--- src/hw/rtl/asri_pkg.sv ---
// ----------------------------------------------------------------------------
// ADC serial register interface package
// Shared constants, register select codes and write port types.
// ----------------------------------------------------------------------------
`default_nettype none

package asri_pkg;

  localparam int NUM_CHANNELS = 4;
  localparam int SYNC_BYTES   = 4;
  localparam int CH_IDX_W     = (NUM_CHANNELS > 1) ? $clog2(NUM_CHANNELS) : 1;

  localparam logic [2:0] SEL_COMM   = 3'd0;
  localparam logic [2:0] SEL_SETUP  = 3'd1;
  localparam logic [2:0] SEL_FILT_H = 3'd2;
  localparam logic [2:0] SEL_DATA   = 3'd3;
  localparam logic [2:0] SEL_TEST   = 3'd4;
  localparam logic [2:0] SEL_FILT_L = 3'd5;
  localparam logic [2:0] SEL_ZERO   = 3'd6;
  localparam logic [2:0] SEL_FULL   = 3'd7;

  localparam int CMD_INVALID_BIT = 7;
  localparam int CMD_READ_BIT    = 3;

  localparam logic [7:0] ALL_ONES   = 8'hFF;
  localparam logic [2:0] ONES_MAX   = 3'd7;
  localparam logic [2:0] SYNC_COUNT = 3'(SYNC_BYTES);

  localparam logic [1:0] WIDE_BYTES   = 2'd3;
  localparam logic [1:0] NARROW_BYTES = 2'd1;

  localparam logic OP_HOST_BYTE = 1'b0;
  localparam logic OP_SAMPLE    = 1'b1;

  typedef struct packed {
    logic        en;
    logic [2:0]  sel;
    logic [1:0]  ch;
    logic [23:0] value;
  } reg_write_t;

  typedef struct packed {
    logic        en;
    logic [1:0]  ch;
    logic [23:0] value;
  } sample_write_t;

  function automatic logic chan_ok(input logic [1:0] ch);
    return {1'b0, ch} < 3'(NUM_CHANNELS);
  endfunction

  function automatic logic is_wide(input logic [2:0] sel);
    return (sel == SEL_DATA) || (sel == SEL_ZERO) || (sel == SEL_FULL);
  endfunction

endpackage

`default_nettype wire

--- src/hw/rtl/adc_serial_register_interface_core.sv ---
// ----------------------------------------------------------------------------
// ADC serial register interface core
// Device side of the byte-serial register port of a sigma-delta ADC.
//
// The slave channel carries one item per host byte (tuser = 0) or per new
// conversion sample (tuser = 1). Host bytes run the command / data phase
// machine: a command byte selects register, direction and channel, data bytes
// follow MSB first. The master channel returns exactly one item per accepted
// input item: reply byte, not-ready flag, write report, resync flag and phase.
// The result is registered and is valid in the cycle after acceptance. Throughput is one
// item per cycle while the receiver does not stall, set by the single result register;
// the phase machine and register file update in the accept cycle.
// While the receiver stalls, the result register holds and s_tready drops
// only when it is full and not being drained.
// Reset returns the interface to the command phase, clears the interface state and
// the register file and sets not-ready.
// ----------------------------------------------------------------------------
`default_nettype none

module adc_serial_register_interface_core import asri_pkg::*; (
  input  wire logic        clk,
  input  wire logic        rst,
  // s_tdata: host_byte[7:0], sample_channel[9:8], sample_value[33:10], zero pad
  input  wire logic [39:0] s_tdata,
  // s_tuser: op[0]
  input  wire logic        s_tuser,
  input  wire logic        s_tvalid,
  output logic             s_tready,
  // m_tdata: reply_byte[7:0], not_ready[8], write_done[9], written_register[12:10],
  //          written_channel[14:13], written_value[38:15], resync_done[39],
  //          awaiting_command[40], zero pad
  output logic [47:0]      m_tdata,
  output logic             m_tvalid,
  input  wire logic        m_tready
);

  logic        accept;
  logic [7:0]  host_byte;
  logic [1:0]  sample_channel;
  logic [23:0] sample_value;

  logic        in_command_phase, in_command_phase_next;
  logic [2:0]  target_select, target_select_next;
  logic        target_is_read, target_is_read_next;
  logic [1:0]  target_channel, target_channel_next;
  logic [1:0]  bytes_left, bytes_left_next;
  logic [23:0] shift_word, shift_word_next;
  logic [6:0]  last_command, last_command_next;
  logic        ready_flag_n, ready_flag_n_next;
  logic [2:0]  ones_byte_count, ones_byte_count_next;

  logic [7:0]  reply;
  logic        wdone;
  logic [23:0] wval;
  logic        rsync;
  logic [23:0] rd_value;
  logic [23:0] cmd_value;
  logic [23:0] data_word;
  logic [1:0]  bytes_dec;

  reg_write_t    wr;
  sample_write_t smp;

  assign host_byte      = s_tdata[7:0];
  assign sample_channel = s_tdata[9:8];
  assign sample_value   = s_tdata[33:10];

  assign s_tready = !m_tvalid || m_tready;
  assign accept   = s_tvalid && s_tready;

  assign cmd_value = (host_byte[6:4] == SEL_COMM) ?
                     {16'd0, ready_flag_n, host_byte[6:0]} : rd_value;
  assign data_word = {shift_word[15:0], host_byte};
  assign bytes_dec = (bytes_left != 2'd0) ? bytes_left - 2'd1 : 2'd0;

  always_comb begin
    in_command_phase_next = in_command_phase;
    target_select_next    = target_select;
    target_is_read_next   = target_is_read;
    target_channel_next   = target_channel;
    bytes_left_next       = bytes_left;
    shift_word_next       = shift_word;
    last_command_next     = last_command;
    ready_flag_n_next     = ready_flag_n;
    ones_byte_count_next  = ones_byte_count;
    reply                 = 8'd0;
    wdone                 = 1'b0;
    wval                  = 24'd0;
    rsync                 = 1'b0;
    wr                    = '0;
    smp                   = '0;

    if (s_tuser == OP_SAMPLE) begin
      smp.en    = 1'b1;
      smp.ch    = sample_channel;
      smp.value = sample_value;
      if (chan_ok(sample_channel)) ready_flag_n_next = 1'b0;
    end else begin
      if (host_byte == ALL_ONES) begin
        if (ones_byte_count < ONES_MAX) ones_byte_count_next = ones_byte_count + 3'd1;
      end else begin
        ones_byte_count_next = 3'd0;
      end

      if (ones_byte_count_next >= SYNC_COUNT) begin
        in_command_phase_next = 1'b1;
        target_select_next    = 3'd0;
        target_is_read_next   = 1'b0;
        target_channel_next   = 2'd0;
        bytes_left_next       = 2'd0;
        shift_word_next       = 24'd0;
        ones_byte_count_next  = 3'd0;
        rsync                 = 1'b1;
      end else if (in_command_phase) begin
        if (!host_byte[CMD_INVALID_BIT]) begin
          last_command_next     = host_byte[6:0];
          target_select_next    = host_byte[6:4];
          target_is_read_next   = host_byte[CMD_READ_BIT];
          target_channel_next   = host_byte[1:0];
          in_command_phase_next = 1'b0;
          if (is_wide(host_byte[6:4])) begin
            bytes_left_next = WIDE_BYTES;
            shift_word_next = host_byte[CMD_READ_BIT] ? cmd_value : 24'd0;
          end else begin
            bytes_left_next = NARROW_BYTES;
            shift_word_next = host_byte[CMD_READ_BIT] ? {cmd_value[7:0], 16'd0} : 24'd0;
          end
        end
      end else begin
        if (target_is_read) begin
          reply           = shift_word[23:16];
          shift_word_next = {shift_word[15:0], 8'd0};
        end else begin
          shift_word_next = data_word;
        end
        bytes_left_next = bytes_dec;
        if (bytes_dec == 2'd0) begin
          if (target_is_read) begin
            if (target_select == SEL_DATA) ready_flag_n_next = 1'b1;
          end else if (target_select != SEL_DATA) begin
            wr.en    = 1'b1;
            wr.sel   = target_select;
            wr.ch    = target_channel;
            wr.value = data_word;
            wdone    = 1'b1;
            wval     = data_word;
            if (target_select == SEL_COMM) last_command_next = data_word[6:0];
          end
          in_command_phase_next = 1'b1;
          shift_word_next       = 24'd0;
        end
      end
    end

    if (!accept) begin
      wr.en  = 1'b0;
      smp.en = 1'b0;
    end
  end

  asri_regfile u_regfile (
    .clk      (clk),
    .rst      (rst),
    .wr       (wr),
    .smp      (smp),
    .rd_sel   (host_byte[6:4]),
    .rd_ch    (host_byte[1:0]),
    .rd_value (rd_value)
  );

  always_ff @(posedge clk) begin
    if (rst) begin
      in_command_phase <= 1'b1;
      target_select    <= 3'd0;
      target_is_read   <= 1'b0;
      target_channel   <= 2'd0;
      bytes_left       <= 2'd0;
      shift_word       <= 24'd0;
      last_command     <= 7'd0;
      ready_flag_n     <= 1'b1;
      ones_byte_count  <= 3'd0;
      m_tvalid         <= 1'b0;
    end else begin
      if (accept) begin
        in_command_phase <= in_command_phase_next;
        target_select    <= target_select_next;
        target_is_read   <= target_is_read_next;
        target_channel   <= target_channel_next;
        bytes_left       <= bytes_left_next;
        shift_word       <= shift_word_next;
        last_command     <= last_command_next;
        ready_flag_n     <= ready_flag_n_next;
        ones_byte_count  <= ones_byte_count_next;
        m_tvalid         <= 1'b1;
      end else if (m_tready) begin
        m_tvalid <= 1'b0;
      end
    end
  end

  always_ff @(posedge clk) begin
    if (accept) begin
      m_tdata <= {7'd0, in_command_phase_next, rsync, wval,
                  wdone ? target_channel : 2'd0,
                  wdone ? target_select : 3'd0,
                  wdone, ready_flag_n_next, reply};
    end
  end

endmodule

`default_nettype wire

--- src/hw/rtl/asri_regfile.sv ---
// ----------------------------------------------------------------------------
// ADC serial register interface register file
// Setup, filter, test, calibration and sample registers with a read mux.
// ----------------------------------------------------------------------------
`default_nettype none

module asri_regfile import asri_pkg::*; (
  input  wire logic          clk,
  input  wire logic          rst,
  input  wire reg_write_t    wr,
  input  wire sample_write_t smp,
  input  wire logic [2:0]    rd_sel,
  input  wire logic [1:0]    rd_ch,
  output logic [23:0]        rd_value
);

  logic [7:0]  setup_reg;
  logic [7:0]  filter_high_reg;
  logic [7:0]  filter_low_reg;
  logic [7:0]  test_reg;
  logic [23:0] zero_cal [NUM_CHANNELS];
  logic [23:0] full_cal [NUM_CHANNELS];
  logic [23:0] latest_sample [NUM_CHANNELS];

  logic [CH_IDX_W-1:0] wr_idx;
  logic [CH_IDX_W-1:0] smp_idx;
  logic [CH_IDX_W-1:0] rd_idx;

  assign wr_idx  = wr.ch[CH_IDX_W-1:0];
  assign smp_idx = smp.ch[CH_IDX_W-1:0];
  assign rd_idx  = rd_ch[CH_IDX_W-1:0];

  always_ff @(posedge clk) begin
    if (rst) begin
      setup_reg       <= '0;
      filter_high_reg <= '0;
      filter_low_reg  <= '0;
      test_reg        <= '0;
      for (int i = 0; i < NUM_CHANNELS; i++) begin
        zero_cal[i]      <= '0;
        full_cal[i]      <= '0;
        latest_sample[i] <= '0;
      end
    end else begin
      if (wr.en) begin
        case (wr.sel)
          SEL_SETUP:  setup_reg       <= wr.value[7:0];
          SEL_FILT_H: filter_high_reg <= wr.value[7:0];
          SEL_TEST:   test_reg        <= wr.value[7:0];
          SEL_FILT_L: filter_low_reg  <= wr.value[7:0];
          SEL_ZERO: begin
            if (chan_ok(wr.ch)) zero_cal[wr_idx] <= wr.value;
          end
          SEL_FULL: begin
            if (chan_ok(wr.ch)) full_cal[wr_idx] <= wr.value;
          end
          default: ;
        endcase
      end
      if (smp.en && chan_ok(smp.ch)) begin
        latest_sample[smp_idx] <= smp.value;
      end
    end
  end

  always_comb begin
    case (rd_sel)
      SEL_SETUP:  rd_value = {16'd0, setup_reg};
      SEL_FILT_H: rd_value = {16'd0, filter_high_reg};
      SEL_DATA:   rd_value = chan_ok(rd_ch) ? latest_sample[rd_idx] : 24'd0;
      SEL_TEST:   rd_value = {16'd0, test_reg};
      SEL_FILT_L: rd_value = {16'd0, filter_low_reg};
      SEL_ZERO:   rd_value = chan_ok(rd_ch) ? zero_cal[rd_idx] : 24'd0;
      SEL_FULL:   rd_value = chan_ok(rd_ch) ? full_cal[rd_idx] : 24'd0;
      default:    rd_value = 24'd0;
    endcase
  end

endmodule

`default_nettype wire

--- config.mk ---
export PLATFORM = sky130hd
export DESIGN_NAME = adc_serial_register_interface_core
export DESIGN_NICKNAME = d
export VERILOG_FILES = /design/src/hw/rtl/asri_pkg.sv /design/src/hw/rtl/adc_serial_register_interface_core.sv /design/src/hw/rtl/asri_regfile.sv
export SDC_FILE = /design/constraint.sdc
export NUM_CORES = 1
export LEC_CHECK = 0
export BUFFER_PORTS_ARGS = -buffer_cell sky130_fd_sc_hd__buf_2
export CAP_MARGIN = 10
export CORE_MARGIN = 1
export CORE_UTILIZATION = 40
export DETAILED_ROUTE_END_ITERATION = 10
export SYNTH_ARGS = -nofsm -noshare
export SYNTH_HDL_FRONTEND = slang
export SYNTH_HIERARCHICAL = 1
export SYNTH_SLANG_ARGS = --single-unit
--- constraint.sdc ---
create_clock -name clk -period 4.8 [get_ports clk]
set_input_delay 0 -clock clk [delete_from_list [all_inputs] [get_ports clk]]
set_output_delay 0 -clock clk [all_outputs]
set_load 0.02 [all_outputs]
### Word level (Yosys, flattened, before mapping)

Memories as Yosys holds them, arrays and structs flattened.
Cells that the tools add are included.

* add/subtract/negate cells: 2
* magnitude comparators: 2
* equal/unequal tests: 18
* multiplexer cells: 79
* bitwise logic cells: 4
* reduce and logical (&&, ||, !) cells: 22

Operators by type and width (count)
* 24-bit two-way mux: 11
* 30-bit two-way mux: 6
* 24-bit case mux with 7 select lines: 1
* 24-bit OR reduction: 3
* 1-bit two-way mux: 41
* 27-bit two-way mux: 1
* 3-bit equality test, second input constant: 8
* 2-bit two-way mux: 11
* 3-bit two-way mux: 7
* 3-bit by 2-bit equality test with 1-bit output, second input constant: 4
* 2-bit AND reduction: 5
* 8-bit equality test, second input constant: 1
* 8-bit two-way mux: 1
* 3-bit by 1-bit equality test with 1-bit output, second input constant: 2
* 3-bit by 2-bit != test with 1-bit output, second input constant: 2
* 2-bit nonzero test: 3
* 6-bit OR reduction: 1
* 1-bit inverter: 4
* 4-bit AND reduction: 1
* 4-bit OR reduction: 1
* 3-bit by 1-bit adder with 3-bit output, second input constant: 1
* 3-bit >= comparator, second input constant: 1
* 3-bit zero test: 1
* 1-bit logical OR: 3
* other kinds (7): 7

* flip-flop bits (word level): 111
* RAM bits: 288
* input port bits: 45
* output and inout port bits: 50
* word-level logic and storage cells: 148
* memories kept: 3

Memory list
* u_regfile.full_cal: words 4, width 24, read ports 1, clocked after Yosys merged registers in 0, write ports 4, RTL line asri_regfile.sv:22 `logic [23:0] full_cal [NUM_CHANNELS];`
* u_regfile.latest_sample: words 4, width 24, read ports 1, clocked after Yosys merged registers in 0, write ports 4, RTL line asri_regfile.sv:23 `logic [23:0] latest_sample [NUM_CHANNELS];`
* u_regfile.zero_cal: words 4, width 24, read ports 1, clocked after Yosys merged registers in 0, write ports 4, RTL line asri_regfile.sv:21 `logic [23:0] zero_cal [NUM_CHANNELS];`

### Longest topological paths before layout

Gate-level depths: netlist (run 1).

* depth in word-level cells: 14
* depth in mapped cells: 13

### Cells and area by module

Netlist (run 1), hierarchy kept.

By module, submodules not included
* asri_regfile: instances 1, cells each 1043, area an instance 14630.3 µm²
* adc_serial_register_interface_core: instances 1, cells each 412, area an instance 4110.2 µm²

### Worst setup path before layout (run 1)

OpenSTA, ideal clock, no wires.

* path kind: reg2reg
* from: reg m_tvalid
* to: mem u_regfile.zero_cal[3][0] (enable)
* setup time: 0.410 ns
* arrival: 3.543 ns
* setup slack: 0.846 ns
* cell stages (with the launch flop): 8
* path buffers: 0
* period minus slack after synthesis: 3.954 ns
* path through: dfxtp_1 > nor2b_1 > inv_1 > and2_1 > and2_1 > and3_1 > nand3_1 > o21bai_1

RTL lines
* start, declared: RTL line adc_serial_register_interface_core.sv:33 `output logic m_tvalid,`
* start signal, assigned: RTL line adc_serial_register_interface_core.sv:182 `m_tvalid <= 1'b0;`
* start signal, assigned: RTL line adc_serial_register_interface_core.sv:194 `m_tvalid <= 1'b1;`
* start signal, assigned: RTL line adc_serial_register_interface_core.sv:196 `m_tvalid <= 1'b0;`
* end, declared: RTL line asri_regfile.sv:21

==> results.ini, run 1 <==
[critical_path]
crit_type = flop to flop
worstPathCellList = ha_1 -> or2_1 -> o2111a_2 -> nor4_4 -> and2_1 -> nand3_2 -> nor3b_4 -> and3b_1 -> or2_2
critical_path.top_delay_family = simple AND/OR/NAND/NOR gates
slowest_stage = or2_2
critPathCaptureType = flop
arrival_ns = 4.19
crit_fanout = 24
required_ns = 4.99
start_kind = flop
cp.buffers_inverters = 0
critical_path.max_stage_delay_ns = 0.63

[grt]
grt_use_met2_pct = 32.5
grt_pass1_wl_um = 71300
gr-usage-met3_pct = 3.95
grt_use_total_pct = 20.2
met1_usage_pct = 27.2
grt-ovfl-total = 0
grt_busiest_layer = met2
antenna_found_initial = 0
first_global_vias = 11400
grt_max_degree = 102

[synthesis]
synthesis.area_um2 = 18700
synth_edf_count = 329
ys_ff_latch = 399
synth.avg_cell_area_um2 = 12.9
ys_types = 69
synth_cells = 1455
yosysWarnings = 6
yosysSeqAreaShare_pct = 60.2
synthArstFlopShare_pct = 0
synth_flop_cell = edfxtp_1

[run]
maxCapViolations = 0

[routing]
ant_nets = 0
wl_um = 48300
drtIter0Drc = 927
vias = 11700
routedWlPerCell_um = 22.3
firstDrtPassIters = 6
route.detailed.drc = 0
viasPerCell = 5.40

[final_layout]
drive_gt1_share_pct = 19.1
stdcell_area_um2 = 21300
layout_common_cells = 382 x and2_1, 329 x edfxtp_1, 80 x buf_2
regArea_um2 = 11300
finalNonFillerCells = 2164
mostFrequentLayoutCell = and2_1
antenna-diode-count = 0
multi_input_area_um2 = 6810
largestRegisters = u_regfile/full_cal (96), u_regfile/latest_sample (96), u_regfile/zero_cal (96)
syn2layout_area_growth_pct = 13.4
layout.nets = 1578
n_fill_cell = 4084

[clock_network]
h-tree-depth = 2
cts_setup_buffers = 0
cts.sinks = 399
cts_resized = 0
cts_made_buffers = 43
clock_latency_ns = 0.57
cts_tree = yes
cts_root_buf = clkbuf_16
path_clk_slew_ns = 0.06
clockBufferDepth = 3

[power]
p_leak_nw = 7.69
ir_drop_uv = 220
power_w = 0.00758
power.density_nw_per_um2 = 357

[outcome]
outcome = completed

[sta]
tns_ns = 0
fin_crit_sh_pct = 83.3
worstMarginPinSlew_ns = 1.24
rsz0062_at_grt = false
maxSlewViolCount = 0
max_freq_ghz = 0.250
finalSetupViolCount = 0
slew_headroom_pct = 17.2
hold_viol = 0
fin_skew_ns = 0.0205
period_minus_slack_ns = 4.00

[placement]
dp.cells = 2057
place.gp.congestion = 0.857
io_buffer_count = 81
hpwlAfterDp_um = 30800
placed_area_um2 = 19600

[floorplan]
io_pins = 95
die_y_um = 218
initial_utilization_pct = 40.9
placementRows = 78
die_area_um2 = 47700
die_x_um = 218
core_area_um2 = 45800

[worst_hold_path]
hold_path.class = input port to flop

==> tightest hold or removal path, delay by kind of cell <==
kind,cells,cell delay (ns)
AOI/OAI and AO/OA,1,0.06
buffers and inverters,1,0.11
and+or+nand+nor,3,0.40
==> cell type report <==
type | count | share of cell area (%)
tap | 600 | 3.53
clock buffer | 56 | 5.34
inverter | 38 | 0.671
sequential | 399 | 53.1
multi-input combinational | 908 | 32.0
timing repair buffer | 142 | 4.50
clock inverter | 21 | 0.877
==> Yosys cell counts, types with 4 or more instances <==
cell	instances	share of area [%]
and2_1	383	13
edfxtp_1	329	53
dfxtp_1	70	7.5
nand2_1	66	1.3
clkbuf_1	60	1.2
nor2_1	53	1.1
mux4_2	48	5.8
a21oi_1	41	1.1
mux2_2	40	2.4
inv_1	38	0.76
mux2i_1	33	1.8
buf_2	26	0.69
o32ai_1	24	1.1
nor2b_1	22	0.73
o22ai_1	21	0.70
a22oi_1	20	0.80
nand3_1	17	0.45
o31ai_1	16	0.64
buf_4	13	0.52
or2_2	11	0.37
a221oi_1	10	0.47
clkbuf_2	8	0.21
o21ai_1	8	0.21
o221ai_1	8	0.37
nor4b_1	7	0.33
buf_6	6	0.36
and3_1	5	0.17
nand2b_1	5	0.17
nor3_1	5	0.13
nor3b_1	4	0.16
o21a_1	4	0.16
o221a_2	4	0.24
==> worst paths after layout <==
path | depth (start not counted) | to | from | slack, ns
hold / removal | 5 | ones_byte_count[0] | s_tdata[4] | 0.04
setup / recovery | 9 | u_regfile/full_cal[2][17] | ones_byte_count[0] | 0.80
setup reg to reg | 9 | u_regfile/full_cal[2][17] | ones_byte_count[0] | 0.80
hold reg to reg | 2 | u_regfile/filter_low_reg[3] | u_regfile/filter_low_reg[3] | 0.45
==> report_power, final <==
group / internal [W] / leakage (nW) / switching [W]
Clock: 0.00183 / 0.627 / 0.00135
Combinational: 0.000188 / 3.09 / 0.000335
Sequential: 0.00385 / 3.98 / 0.0000345
Total: 0.00586 / 7.69 / 0.00172
==> stage by stage <==
step                      utilization [%]  setup slack (ns)  hold slack (ns)
after detailed placement             42.9             0.786            0.283
final                                46.4             0.803           0.0426
after CTS                            46.4             0.759           0.0217
after floorplan                         -             0.846            0.121
after global placement               42.9             0.919            0.269
after global routing                 46.4             0.590           0.0759
==> cells by family after synthesis <==
group / share of synthesized area (%)
AOI/OAI and AO/OA: 6.69
DFF: 60.2
and+or+nand+nor: 19.3
buffers and inverters: 3.81
muxes: 9.93
other: 0.0200
adders and majority gates: 0.0668
==> metal layers <==
| layer | wire length (µm) | vias to the layer above |
|---|---|---|
| met5 | 0 | - |
| met4 | 1350 | 0 |
| met3 | 3070 | 68 |
| met2 | 23000 | 360 |
| met1 | 20900 | 5867 |
| li1 | - | 5398 |
==> timing repair <==
| action | CTS | global route |
|---|---|---|
| endpoints found under the hold margin | 107 | 0 |
| hold buffers | 30 | 0 |
| endpoints found under the setup margin | 0 | 0 |
No activity file was read; power rests on OpenSTA's default activity.
==> run 2, diff against run 1 <==
==> constraint.sdc (replaced) <==
create_clock -name clk -period 3.95 [get_ports clk]
set_input_delay 0 -clock clk [delete_from_list [all_inputs] [get_ports clk]]
set_output_delay 0 -clock clk [all_outputs]
set_load 0.02 [all_outputs]
==> run 2 against run 1 <==
  * Die area unchanged
  * Final cell count increased by 0.74%
  * Critical path type unchanged
  * First-iteration DRC count increased by 13%
  * Via count increased by 1.5%
  * Critical path depth increased by 2
  * Non-clock buffer count increased by 14
  * Critical endpoint is now u_regfile/full_cal[0][15]
  * Design area increased by 1.4%
  * Register-to-register slack got worse by 0.36 ns
  * Clock skew decreased by 0.0017 ns
  * Global-route usage increased by 0.29 points
  * Wire length increased by 0.33%
==> results.ini, run 2 (synthesis results as in run 1) <==
[floorplan]
die_y_um = 218  ; unchanged
die_area_um2 = 47700  ; unchanged
initial_utilization_pct = 40.9  ; unchanged
io_pins = 95  ; unchanged
core_area_um2 = 45800  ; unchanged
die_x_um = 218  ; unchanged
placementRows = 78  ; unchanged

[placement]
place.gp.congestion = 0.844  ; -1.6%
dp.cells = 2072  ; +0.73%
hpwlAfterDp_um = 30900  ; +0.38%
io_buffer_count = 81  ; unchanged
pre_cts_ws_ns = 0.476  ; -0.310 ns

[clock_network]
clockBufferDepth = 3  ; unchanged
cts_resized = 0  ; unchanged
cts_root_buf = clkbuf_16
cts_setup_buffers = 0  ; unchanged
path_clk_slew_ns = 0.06  ; about the same
cts_tree = yes
h-tree-depth = 2  ; unchanged
cts_made_buffers = 44  ; +2.3%
clock_latency_ns = 0.57  ; about the same
cts.sinks = 399  ; unchanged
cts_hold_buf = 29  ; -3.3%

[routing]
firstDrtPassIters = 7  ; +1
vias = 11900  ; +1.5%
wl_um = 48400  ; +0.33%
drtIter0Drc = 1050  ; +13%
viasPerCell = 5.44  ; +0.71%
route.detailed.drc = 0  ; unchanged
ant_nets = 0  ; unchanged
routedWlPerCell_um = 22.2  ; -0.41%

[sta]
max_freq_ghz = 0.285  ; +14%
tns_ns = 0  ; unchanged
worstMarginPinSlew_ns = 1.12  ; -0.122 ns
maxSlewViolCount = 0  ; unchanged
fin_crit_sh_pct = 88.7  ; +5.4 points
rsz0062_at_grt = false
finalSetupViolCount = 0  ; unchanged
period_minus_slack_ns = 3.50  ; -0.493 ns
slew_headroom_pct = 25.2  ; +8.0 points
hold_viol = 0  ; unchanged
fin_skew_ns = 0.0188  ; -0.00174 ns
fin_ws_ns = 0.445  ; -0.357 ns

[power]
switching_share_pct = 22.0  ; -0.66 points
netSwitchingPower_w = 0.00209  ; +22%
ir_drop_uv = 305  ; +39%
p_int_w = 0.00741  ; +26%
pwr-share-seq_pct = 49.6  ; -1.6 points
pwr-share-comb_pct = 6.9  ; about the same
p_clk_share_pct = 43.5  ; +1.6 points
power.density_nw_per_um2 = 441  ; +24%
p_leak_nw = 7.86  ; +2.2%

[final_layout]
largestRegisters = u_regfile/full_cal (96), u_regfile/latest_sample (96), u_regfile/zero_cal (96)
antenna-diode-count = 0  ; unchanged
finalNonFillerCells = 2180  ; +0.74%
syn2layout_area_growth_pct = 15.0
layout.nets = 1593  ; +0.95%
drive_gt1_share_pct = 20.0  ; +0.95 points
layout_common_cells = 382 x and2_1, 329 x edfxtp_1, 80 x buf_2
mostFrequentLayoutCell = and2_1

[critical_path]
start_kind = flop
crit_type = flop to flop
regToRegEndpoint = u_regfile/full_cal[0][15]
critPathCaptureType = flop
arrival_ns = 3.77  ; -0.42 ns
r2r-start = ones_byte_count[0]
cp-startpoint = ones_byte_count[0]
crit_path_end = u_regfile/full_cal[0][15]
crit_fanout = 16  ; -33%
required_ns = 4.21  ; -0.78 ns
reg2reg_depth = 11  ; +2
rrSetupSlack_ns = 0.45  ; -0.36 ns

[run]
maxCapViolations = 0  ; unchanged

[outcome]
outcome = completed

[grt]
grt_pass1_wl_um = 72100  ; +1.2%
grt_use_total_pct = 20.5  ; +0.29 points
first_global_vias = 11500  ; +0.61%
grt-ovfl-total = 0  ; unchanged
antenna_found_initial = 2  ; +2
grt_max_degree = 102  ; unchanged

[worst_hold_path]
hold_path.class = input port to flop

[run 2: changes by cell type in the layout (fill, tap and decap cells not counted), sizes merged]
cell / before / now
buf: 112 / 127
bufinv: 3 / 6
clkbuf: 56 / 55
clkinv: 12 / 16
clkinvlp: 5 / 2
dlygate4sd3: 30 / 29
inv: 39 / 38
[run 2: how the worst min path moves through the flow]
stage	from	depth (start not counted)	slack (ns)	end
after global routing	s_tuser	3	0.03	m_tdata[9]
after floorplan	s_tvalid	2	0.12	m_tvalid
final	s_tuser	3	0.02	m_tdata[9]
after global placement	s_tvalid	3	0.26	m_tvalid
after CTS	s_tuser	3	0.0008	m_tdata[9]
after detailed placement	s_tvalid	3	0.28	m_tvalid
[run 2: final cells by class]
type	instances	area [µm²]
Timing Repair Buffer	156	1130
Clock inverter	24	270
Inverter	38	143
Sequential cell	399	11300
Multi-Input combinational cell	908	6810
Fill cell	4020	24200
Tap cell	600	751
Clock buffer	55	1170
[run 2: metrics by stage]
step / hold WS, ns / total power (W) / util, % / instance area [µm²]
floorplan: 0.121 / 0.00521 / - / 18800
global placement: 0.263 / 0.00543 / 43.3 / 19800
detailed placement: 0.276 / 0.00544 / 43.3 / 19800
CTS: 0.000756 / 0.00958 / 47.1 / 21600
global route: 0.0274 / 0.00980 / 47.1 / 21600
finish: 0.0203 / 0.00950 / 47.1 / 21600
[run 2: metal layers]
| metal | wire length [µm] | part of all wire [%] | global-route usage (%) |
|---|---|---|---|
| met5 | 0 | 0 | 0 |
| met4 | 1670 | 3.5 | 7.93 |
| met3 | 3200 | 6.6 | 3.54 |
| met2 | 22700 | 47 | 32.9 |
| met1 | 20800 | 43 | 27.7 |
[run 2: power by group through the flow]
stage / sequential, W / clock (W) / combinational (W)
after detailed placement: 0.00481 / 0 / 0.000635
after global placement: 0.00480 / 0 / 0.000631
final: 0.00472 / 0.00413 / 0.000652
after CTS: 0.00472 / 0.00421 / 0.000658
after global routing: 0.00473 / 0.00437 / 0.000703
after floorplan: 0.00482 / 0 / 0.000389
[run 2: worst max-delay path, stage by stage, from the launching register on]
cell	delay (ns)
dfxtp_1	0.33
ha_1	0.21
or2_1	0.26
o2111a_2	0.22
nor4_4	0.41
and2_1	0.35
nand3_2	0.19
nor3b_4	0.26
buf_4	0.20
nor3b_2	0.19
or2_2	0.33
buf_12	0.21
==> run 3, diff against run 2 <==
--- a/config.mk
+++ b/config.mk
@@ -8,8 +8,9 @@
 export BUFFER_PORTS_ARGS = -buffer_cell sky130_fd_sc_hd__buf_2
 export CAP_MARGIN = 10
 export CORE_MARGIN = 1
-export CORE_UTILIZATION = 40
+export CORE_UTILIZATION = 50
 export DETAILED_ROUTE_END_ITERATION = 10
+export PLACE_DENSITY = 0.67
 export SYNTH_ARGS = -nofsm -noshare
 export SYNTH_HDL_FRONTEND = slang
 export SYNTH_HIERARCHICAL = 1
==> run 3 against run 2 <==
  * Power decreased by 2.6%
  * Sequential power barely moved
  * Largest cell class unchanged
  * Fmax down 1.1%
  * Clock power is 5.8% lower
  * Core utilization is 11 points higher
  * Critical path depth decreased by 1
  * Die area is 20% lower
  * Global-route usage rose by 4.2 points
  * Count of clock-buffer cells in the layout decreased by 3
  * Via count shrank 0.65%
  * Critical endpoint is now u_regfile/full_cal[2][17]
  * Highest routed layer unchanged
==> results.ini, run 3 (synthesis results as in run 1) <==
[outcome]
outcome = completed

[power]
power.density_nw_per_um2 = 434  ; -1.5%
ir_drop_uv = 309  ; +1.4%
p_leak_nw = 7.86  ; about the same

[critical_path]
regToRegEndpoint = u_regfile/full_cal[2][17]
arrival_ns = 3.72  ; -0.05 ns
start_kind = flop
crit_type = flop to flop
required_ns = 4.12  ; -0.09 ns
worstPathCellList = ha_1 -> or2_1 -> o2111a_2 -> nor4_4 -> buf_4 -> and2_1 -> nand3_2 -> nor3b_4 -> and3b_1 -> or2_2
crit_fanout = 24  ; +8
slowest_stage = or2_2
critPathCaptureType = flop
crit_path_end = u_regfile/full_cal[2][17]
critical_path.max_stage_delay_ns = 0.60  ; +0.19 ns
reg2reg_depth = 10  ; -1
r2r-start = ones_byte_count[0]
rrSetupSlack_ns = 0.41  ; -0.04 ns
cp-startpoint = ones_byte_count[0]

[grt]
grt-ovfl-total = 0  ; unchanged
grt_use_total_pct = 24.7  ; +4.2 points
grt_max_degree = 102  ; unchanged
first_global_vias = 11700  ; +1.8%
antenna_found_initial = 1  ; -1
grt_pass1_wl_um = 70500  ; -2.2%

[routing]
vias = 11800  ; -0.65%
firstDrtPassIters = 9  ; +2
wl_um = 46600  ; -3.7%
viasPerCell = 5.75  ; +5.6%
ant_nets = 0  ; unchanged
routedWlPerCell_um = 22.7  ; +2.3%
route.detailed.drc = 0  ; unchanged
drtIter0Drc = 1081  ; +3.0%

[final_layout]
drive_gt1_share_pct = 20.3  ; +0.34 points
mostFrequentLayoutCell = and2_1
antenna-diode-count = 0  ; unchanged
layout_common_cells = 382 x and2_1, 329 x edfxtp_1, 80 x buf_2
stdcell_area_um2 = 21300  ; -1.1%
layout.nets = 1595  ; +0.13%
largestRegisters = u_regfile/full_cal (96), u_regfile/latest_sample (96), u_regfile/zero_cal (96)
syn2layout_area_growth_pct = 13.8

[clock_network]
cts_made_buffers = 42  ; -4.5%
cts_setup_buffers = 0  ; unchanged
path_clk_slew_ns = 0.06  ; about the same
cts_root_buf = clkbuf_16
h-tree-depth = 2  ; unchanged
clock_latency_ns = 0.54  ; -0.03 ns
cts_tree = yes
cts.sinks = 399  ; unchanged
clockBufferDepth = 3  ; unchanged

[sta]
fin_crit_sh_pct = 89.7  ; +1.0 points
fin_hold_ws_ns = 0.0646  ; +0.0443 ns
maxSlewViolCount = 0  ; unchanged
worstMarginPinSlew_ns = 0.994  ; -0.123 ns
hold_viol = 0  ; unchanged
rsz0062_at_grt = false
tns_ns = 0  ; unchanged
slew_headroom_pct = 33.4  ; +8.2 points
period_minus_slack_ns = 3.54  ; +0.0396 ns
fin_skew_ns = 0.0132  ; -0.00552 ns
max_freq_ghz = 0.282  ; -1.1%
finalSetupViolCount = 0  ; unchanged

[floorplan]
placementRows = 70  ; -10%
initial_utilization_pct = 50.9  ; +10 points
die_y_um = 196  ; -10%
core_area_um2 = 36800  ; -20%
die_x_um = 196  ; -10%
die_area_um2 = 38300  ; -20%
io_pins = 95  ; unchanged

[placement]
placed_area_um2 = 19700  ; -0.78%
place.gp.congestion = 0.858  ; +1.6%
hpwlAfterDp_um = 30000  ; -3.1%
io_buffer_count = 81  ; unchanged

[run]
maxCapViolations = 0  ; unchanged

[worst_hold_path]
hold_path.class = input port to flop

[run 3: changes by cell type in the layout (fill, tap and decap cells not counted), sizes merged]
| cell | change |
|---|---|
| clkinvlp | -2 |
| clkbuf | -3 |
| bufinv | -2 |
| dlygate4sd3 | +1 |
| clkinv | +3 |
| inv | +3 |
| buf | +3 |
[run 3: critical path: cells and delay by family, from the launching register on]
| kind | cells | cell delay (ns) |
|---|---|---|
| and+or+nand+nor | 7 | 2.15 |
| DFF | 1 | 0.33 |
| buffers and inverters | 1 | 0.24 |
| adders and majority gates | 1 | 0.22 |
| AOI/OAI and AO/OA | 1 | 0.22 |
[run 3: repair_timing]
item                                    4_1_cts  5_1_grt
hold buffers                                 30        0
hold endpoints to repair                    104        0
endpoints found under the setup margin        0        0
gates resized for setup                       0        0
[run 3: worst min path at each step]
stage / start / endpoint / slack [ns] / depth (start not counted)
after floorplan: s_tvalid / m_tvalid / 0.12 / 2
after global placement: s_tvalid / m_tvalid / 0.26 / 3
after detailed placement: s_tvalid / m_tvalid / 0.26 / 3
after CTS: rst / u_regfile/filter_high_reg[3] / 0.04 / 2
after global routing: rst / u_regfile/filter_high_reg[7] / 0.08 / 2
final: rst / u_regfile/filter_high_reg[7] / 0.06 / 2
[run 3: power by group]
group | total [W] | switching, W | internal [W]
logic | 0.000647 | 0.000404 | 0.000242
clock network | 0.00389 | 0.00161 | 0.00228
registers | 0.00472 | 0.0000440 | 0.00467
total | 0.00926 | 0.00206 | 0.00720
[run 3: per-stage QoR]
step / power [W] / worst slack, ns / std cells / utilization, %
final: 0.00926 / 0.406 / 2051 / 58.0
after floorplan: 0.00521 / 0.220 / 1461 / -
after global routing: 0.00954 / 0.208 / 2051 / 58.0
after detailed placement: 0.00543 / 0.418 / 1943 / 53.5
after CTS: 0.00933 / 0.417 / 2051 / 58.0
after global placement: 0.00542 / 0.488 / 1943 / 53.5
[run 3: metal layers]
| metal | global-route usage (%) | routed length [µm] | vias up |
|---|---|---|---|
| met4 | 9.83 | 1650 | 0 |
| met2 | 39.2 | 22100 | 416 |
| li1 | - | - | 5445 |
| met3 | 4.34 | 3270 | 82 |
| met5 | 0 | 0 | - |
| met1 | 33.9 | 19600 | 5843 |
[run 3: layout make-up]
type                       instances  area [µm²]
multi-input combinational        908        6810
inverter                          38         143
fill                            2916       15500
timing repair buffer             160        1150
clock inverter                    26         243
clock buffer                      52        1120
tap                              468         586
sequential                       399       11300
